--- src/hw/rtl/sliding_window_event_rate_assert.svh ---
// Assertion macros for the sliding window event rate meter.
// Define NO_ASSERTIONS to compile them out.
`ifndef SLIDING_WINDOW_EVENT_RATE_ASSERT_SVH
`define SLIDING_WINDOW_EVENT_RATE_ASSERT_SVH

`ifndef NO_ASSERTIONS

// Same-cycle implication, checked on every rising edge outside reset.
`define SWER_ASSERT_NOW(label, ante, cons) \
  label: assert property (@(posedge clk) disable iff (rst) (ante) |-> (cons)) \
    else $error("sliding_window_event_rate: assertion failed");

// Next-cycle implication.
`define SWER_ASSERT_NEXT(label, ante, cons) \
  label: assert property (@(posedge clk) disable iff (rst) (ante) |=> (cons)) \
    else $error("sliding_window_event_rate: assertion failed");

`else

`define SWER_ASSERT_NOW(label, ante, cons)
`define SWER_ASSERT_NEXT(label, ante, cons)

`endif

`endif

--- src/hw/rtl/swer_pkg.sv ---
package swer_pkg;

  localparam logic [1:0] OP_TICK   = 2'd0;
  localparam logic [1:0] OP_UPDATE = 2'd1;
  localparam logic [1:0] OP_SET    = 2'd2;

  localparam int unsigned TIME_W   = 48;
  localparam int unsigned RATE_W   = 32;
  localparam int unsigned WIN_W    = 16;
  localparam int unsigned LIVE_W   = 9;
  // (window_ms + 1) * 1000 peaks at 65,536,000
  localparam int unsigned THR_W    = 26;

  localparam logic [9:0] RATE_SCALE = 10'd1000;

  typedef struct packed {
    logic [1:0]        op;
    logic [TIME_W-1:0] time_us;
    logic [RATE_W-1:0] set_value;
  } swer_in_t;

  typedef struct packed {
    logic [RATE_W-1:0] rate;
    logic [LIVE_W-1:0] live_count;
    logic              dropped;
  } swer_out_t;

  typedef struct packed {
    logic load;
    logic pop;
    logic store;
    logic div_start;
    logic div_step;
    logic rate_update;
    logic set_rate;
  } swer_cmd_t;

  typedef struct packed {
    logic [1:0] op;
    logic       expired;
    logic       div_last;
  } swer_stat_t;

endpackage

--- src/hw/rtl/swer_ctrl.sv ---
module swer_ctrl (
  input  logic                 clk,
  input  logic                 rst,
  input  logic                 start,
  input  swer_pkg::swer_stat_t stat,
  output swer_pkg::swer_cmd_t  cmd,
  output logic                 busy,
  output logic                 done
);
  import swer_pkg::*;

  localparam logic [2:0] S_IDLE  = 3'd0;
  localparam logic [2:0] S_DISP  = 3'd1;
  localparam logic [2:0] S_CHK   = 3'd2;
  localparam logic [2:0] S_WAIT  = 3'd3;
  localparam logic [2:0] S_STORE = 3'd4;
  localparam logic [2:0] S_DIV   = 3'd5;
  localparam logic [2:0] S_RATE  = 3'd6;
  localparam logic [2:0] S_DONE  = 3'd7;

  logic [2:0] state;
  logic [2:0] state_next;

  always_ff @(posedge clk) begin
    if (rst) begin
      state <= S_IDLE;
    end else begin
      state <= state_next;
    end
  end

  always_comb begin
    cmd        = '0;
    state_next = state;
    unique case (state)
      S_IDLE: begin
        if (start) begin
          cmd.load   = 1'b1;
          state_next = S_DISP;
        end
      end
      S_DISP: begin
        priority if (stat.op == OP_TICK || stat.op == OP_UPDATE) begin
          state_next = S_CHK;
        end else if (stat.op == OP_SET) begin
          cmd.set_rate = 1'b1;
          state_next   = S_DONE;
        end else begin
          state_next = S_DONE;
        end
      end
      S_CHK: begin
        priority if (stat.expired) begin
          cmd.pop    = 1'b1;
          state_next = S_WAIT;
        end else if (stat.op == OP_TICK) begin
          state_next = S_STORE;
        end else begin
          cmd.div_start = 1'b1;
          state_next    = S_DIV;
        end
      end
      S_WAIT: begin
        state_next = S_CHK;
      end
      S_STORE: begin
        cmd.store  = 1'b1;
        state_next = S_DONE;
      end
      S_DIV: begin
        cmd.div_step = 1'b1;
        if (stat.div_last) begin
          state_next = S_RATE;
        end
      end
      S_RATE: begin
        cmd.rate_update = 1'b1;
        state_next      = S_DONE;
      end
      S_DONE: begin
        state_next = S_IDLE;
      end
      default: begin
        state_next = S_IDLE;
      end
    endcase
  end

  assign busy = (state != S_IDLE);
  assign done = (state == S_DONE);

endmodule

--- config.mk ---
export PLATFORM = sky130hd
export DESIGN_NAME = swer_ctrl
export DESIGN_NICKNAME = d
export VERILOG_FILES = /design/src/hw/rtl/sliding_window_event_rate_assert.svh /design/src/hw/rtl/swer_pkg.sv /design/src/hw/rtl/swer_ctrl.sv
export SDC_FILE = /design/constraint.sdc
export NUM_CORES = 1
export LEC_CHECK = 0
export BUFFER_PORTS_ARGS = -buffer_cell sky130_fd_sc_hd__buf_2
export CORE_AREA = 2 2 39 41
export DETAILED_ROUTE_END_ITERATION = 12
export DIE_AREA = 0 0 41 43
export SLEW_MARGIN = 10
export SYNTH_ARGS = -nofsm -noshare
export SYNTH_HDL_FRONTEND = slang
export SYNTH_SLANG_ARGS = --single-unit
--- constraint.sdc ---
create_clock -name clk -period 2.9 [get_ports clk]
set_clock_uncertainty 0.1 [all_clocks]
set_input_delay 0.145 -clock clk [delete_from_list [all_inputs] [get_ports clk]]
set_output_delay 0.145 -clock clk [all_outputs]
set_load 0.01 [all_outputs]
# --- Word-level counts from Yosys, hierarchy flattened ---
# Index checks and enable logic that the tools add are counted.
word_totals:
  regBits: 3
  inputBits: 7
  out_inout_bits: 9
  elab_cells: 37
op_classes:
  eq_ne: 11
  muxes: 19
  n_reduce_logical: 6
ops:
  columns: ["operator", "count"]
  rows:
  - ["case mux 3 bit (7 select lines)", 1]
  - ["two-way mux 1 bit", 14]
  - ["== test 3 bit, second input constant", 4]
  - ["two-way mux 3 bit", 4]
  - ["== test 3 x 2 -> 1 bit, second input constant", 2]
  - ["!= test 2 bit, second input constant", 2]
  - ["== test 3 x 1 -> 1 bit, second input constant", 1]
  - ["zero test 3 bit", 1]
  - ["nonzero test 3 bit", 1]
  - ["== test 2 x 1 -> 1 bit, second input constant", 1]
  - ["== test 2 bit, second input constant", 1]
  - ["zero test 2 bit", 1]
  - ["AND reduction 2 bit", 1]
  - ["OR reduction 2 bit", 1]
  - ["logical OR 1 bit", 1]

# --- Logic depth before layout (Yosys ltp) ---
logic_depth:
  depth_word: 4
  mapped_depth: 4

# --- Worst setup path after synthesis ---
# No wires, ideal clock.
synth_timing:
  path_kind: "reg-to-output"
  start: "register state[1]"
  end: "output cmd[6] (netlist bit)"
  t_arrival_ps: 1007
  required_ps: 2655
  setup_slack_ps: 1648
  path_stages_with_launch: 4
  path_buffers: 1
  cell_sequence: "dfxtp_1 > buf_6 > or3_4 > nor2_1"
synth_rtl:
  columns: ["element", "line_no", "source"]
  rows:
  - ["from (decl)", "swer_ctrl.sv:21", "logic [2:0] state;"]
  - ["from (signal assigned)", "swer_ctrl.sv:28", "state <= state_next;"]
  - ["to (decl)", "swer_ctrl.sv:6", "output swer_pkg::swer_cmd_t cmd,"]

==> results by group <==
Run status
  • Result of the run: completed

Yosys
  • Mapped Avg Cell Area: 7.66 µm²
  • Share of synthesized area occupied by flip-flops and latches: 23.8%
  • Top cells by instance count after synthesis: nor2_1, dfxtp_1, inv_1, nand2_1
  • Library cells used by synthesis: 20
  • Number of enable-type register cells in the synthesized netlist: 0
  • Post-synthesis instance area: about 250 µm²
  • Synth Warn #: 0
  • Fraction of synthesized cell area taken by the top area cell type: between 20% and 30%
  • Main flop type after synthesis: dfxtp_1
  • Register bit count reported by yosys: 3
  • Ys async rst share: 0%
  • Synth Instances: 33
  • Synth area leaders: dfxtp_1, nor2_1, nand2b_4
  • Post-synth net total: 40
  • Library cell occupying the most area in the post-synthesis netlist: dfxtp_1
  • Library cell with the highest instance count after synthesis: nor2_1

Global route
  • Via count of the first global-routing pass: 223
  • Grt total ovfl: 0
  • Maximum number of pins on one net before global-route repair: 11
  • Antenna violations before repair: 0
  • Total global-route track usage: 8.24%
  • Global-route wire length before repair: 917 µm

Timing
  • Unrepaired setup endpoints after global routing: false
  • Number of pins exceeding their max-slew limit in the final report: 0
  • Sum Neg Setup Slack: 0 ns
  • Slew margin rel.: between 70% and 80%
  • Max frequency: 653 MHz
  • Final Hold Viols: 0
  • Setup-violating endpoint count in the final report: 0
  • Transition time at the pin with the least slew margin: 0.361 ns
  • Final worst-path cycle share: 52.8%
  • Final Critical Period: 1.53 ns

Power and ir drop
  • Power density over the cells: 654 mW/mm²
  • Maximum ir drop on the vdd rail: approximately 0.00023 V
  • Leakage: 0.173 nW

Critical path
  • Critical register-to-register path startpoint: state[1]
  • FF-to-FF setup slack: 1.64 ns
  • CP max FO: 9
  • End of the worst register-to-register path: state[0]
  • Type of destination of the critical path: output port
  • Signal arrival time at the worst endpoint: 1.29 ns
  • Endpoint of the worst setup timing path: cmd[6]
  • Required arrival time at the worst endpoint: 2.65 ns
  • Kind of critical path: reg2out
  • Startpoint kind of the worst setup timing path: register
  • Worst R2R Path Depth: 3
  • Startpoint of the worst setup timing path: state[1]

Route
  • First-pass DRT Iterations: 4
  • Total Routed Length: 655 µm
  • Remaining DRCs: 0
  • Detailed-route vias per instance: 4.36
  • Via total after detailed routing: 288
  • Antenna Nets Post-Route: 0
  • DR WL/cell: 9.92 µm
  • Starting DRT DRC Count: 11

Die
  • Std-Cell Core Area: 0.00138 mm²
  • Number of ports placed on the die boundary: 16
  • Effective utilization at floorplan: a little under a fifth
  • Overall die width: 41 µm
  • Std-Cell Rows: 14
  • Die Height: 43 µm
  • Die area: approximately 0.0018 mm²

Layout
  • Design Area, Final: 355 µm²
  • Register ranked first by flip-flop count: state
  • Diode insertion count for antenna repair: 0
  • Biggest regs: state: 3 flops
  • Number of flip-flops under the largest register name: 3
  • Final core utilization: roughly 26%
  • Area Growth Syn to Fin: 40.6%
  • Fraction of final layout cells with drive strength greater than 1: 46.0%
  • Net total in the final layout: 58

Job
  • Reported max-cap violation count: 0

Hold path
  • Path category of the worst min-delay check: in2reg

CTS
  • Root buffer selected by CTS: clkbuf_4
  • Clock transition at the registers of the reported paths: about 0.04 ns
  • Number of buffers inserted by post-CTS setup repair: 0
  • Largest buffer count on any clock path: 2
  • Total of cells resized after clock tree synthesis: 0
  • TritonCTS Buffers: 3
  • Clock tree from TritonCTS: yes
  • Clk Latency, worst-skew pair: 0.23 ns
  • Sink count of the clock tree: 3
  • Total number of H-tree levels: 1
  • Quantity of hold-fixing buffers added after cts: 0

Placed design
  • Quantity of I/O buffers inserted on ports: 15
  • Final estimated routing congestion in global placement: 0.754
  • Cell area after placement: 329 µm²
  • Half-perimeter wire length of the detailed placement result: between 500 and 600 µm
critical path, cell delays in order, from the launching register on:
cell     delay, ns
dfxtp_1       0.40
or3_4         0.44
nor2_1        0.09
buf_2         0.13
cell usage in the layout (no fill, tap or decap):
cell / count
nor3_1: 2
or3_4: 1
a221oi_1: 1
o21bai_2: 1
a21o_1: 1
nor3_2: 1
o211ai_1: 1
nor3b_1: 1
nand2_1: 3
nand2b_4: 1
buf_2: 15
clkbuf_1: 1
nand2b_1: 1
nor2_1: 5
clkbuf_4: 3
nor4_1: 2
a21oi_1: 2
a21o_2: 1
a211oi_1: 1
inv_1: 3
dfxtp_1: 3
power breakdown:
part	total (mW)	internal, mW	switching, mW
registers	0.0741	0.0507	0.0234
clock network	0.0728	0.0515	0.0213
logic	0.0855	0.0437	0.0419
total	0.232	0.146	0.0865
kinds of logic (layout without fill, tap and decap cells):
kind of cell / Yosys count / after routing / synth area share [%]
AND/OR/NAND/NOR: 17 / 17 / 40.1
flip-flops: 3 / 3 / 23.8
buffers and inverters: 5 / 22 / 11.9
AO/OA/AOI/OAI: 8 / 8 / 24.3
layer usage:
| metal | up-vias | routed length, µm | part of all wire, % | track usage (%) |
|---|---|---|---|---|
| li1 | 150 | - | - | - |
| met1 | 128 | 300 | 46 | 10.3 |
| met2 | 10 | 319 | 49 | 10.0 |
| met3 | 0 | 35 | 5.3 | 3.14 |
| met4 | 0 | 0 | 0 | 8.00 |
| met5 | - | 0 | 0 | 0 |
area by class of cell:
type	instances	area (µm²)
flip-flops and latches	3	60.1
clock buffers	4	26.3
multi-input cells	25	163
fillers	157	1030
inverters	3	11.3
repair buffers	15	75.1
well taps	16	20.0
through the flow:
stage          power, mW  cells  worst slack [ns]  hold slack (ns)
2_1_floorplan      0.140     33              1.65            0.114
3_3_place_gp       0.158     62              1.63            0.243
3_5_place_dp       0.161     62              1.61            0.251
4_1_cts            0.237     66              1.35          0.00662
5_1_grt            0.251     66              1.27           0.0109
6_report           0.232     66              1.37           0.0121
worst min path at each step:
| stage | slack [ns] | cells after the start | start | end |
|---|---|---|---|---|
| after CTS | 0.007 | 2 | rst | state[2] |
| after global placement | 0.24 | 2 | rst | state[2] |
| final | 0.01 | 2 | rst | state[2] |
| after detailed placement | 0.25 | 2 | rst | state[2] |
| after global routing | 0.01 | 2 | rst | state[2] |
| after floorplan | 0.11 | 1 | rst | state[2] |
Note: power is estimated with default switching activity, not from simulation.
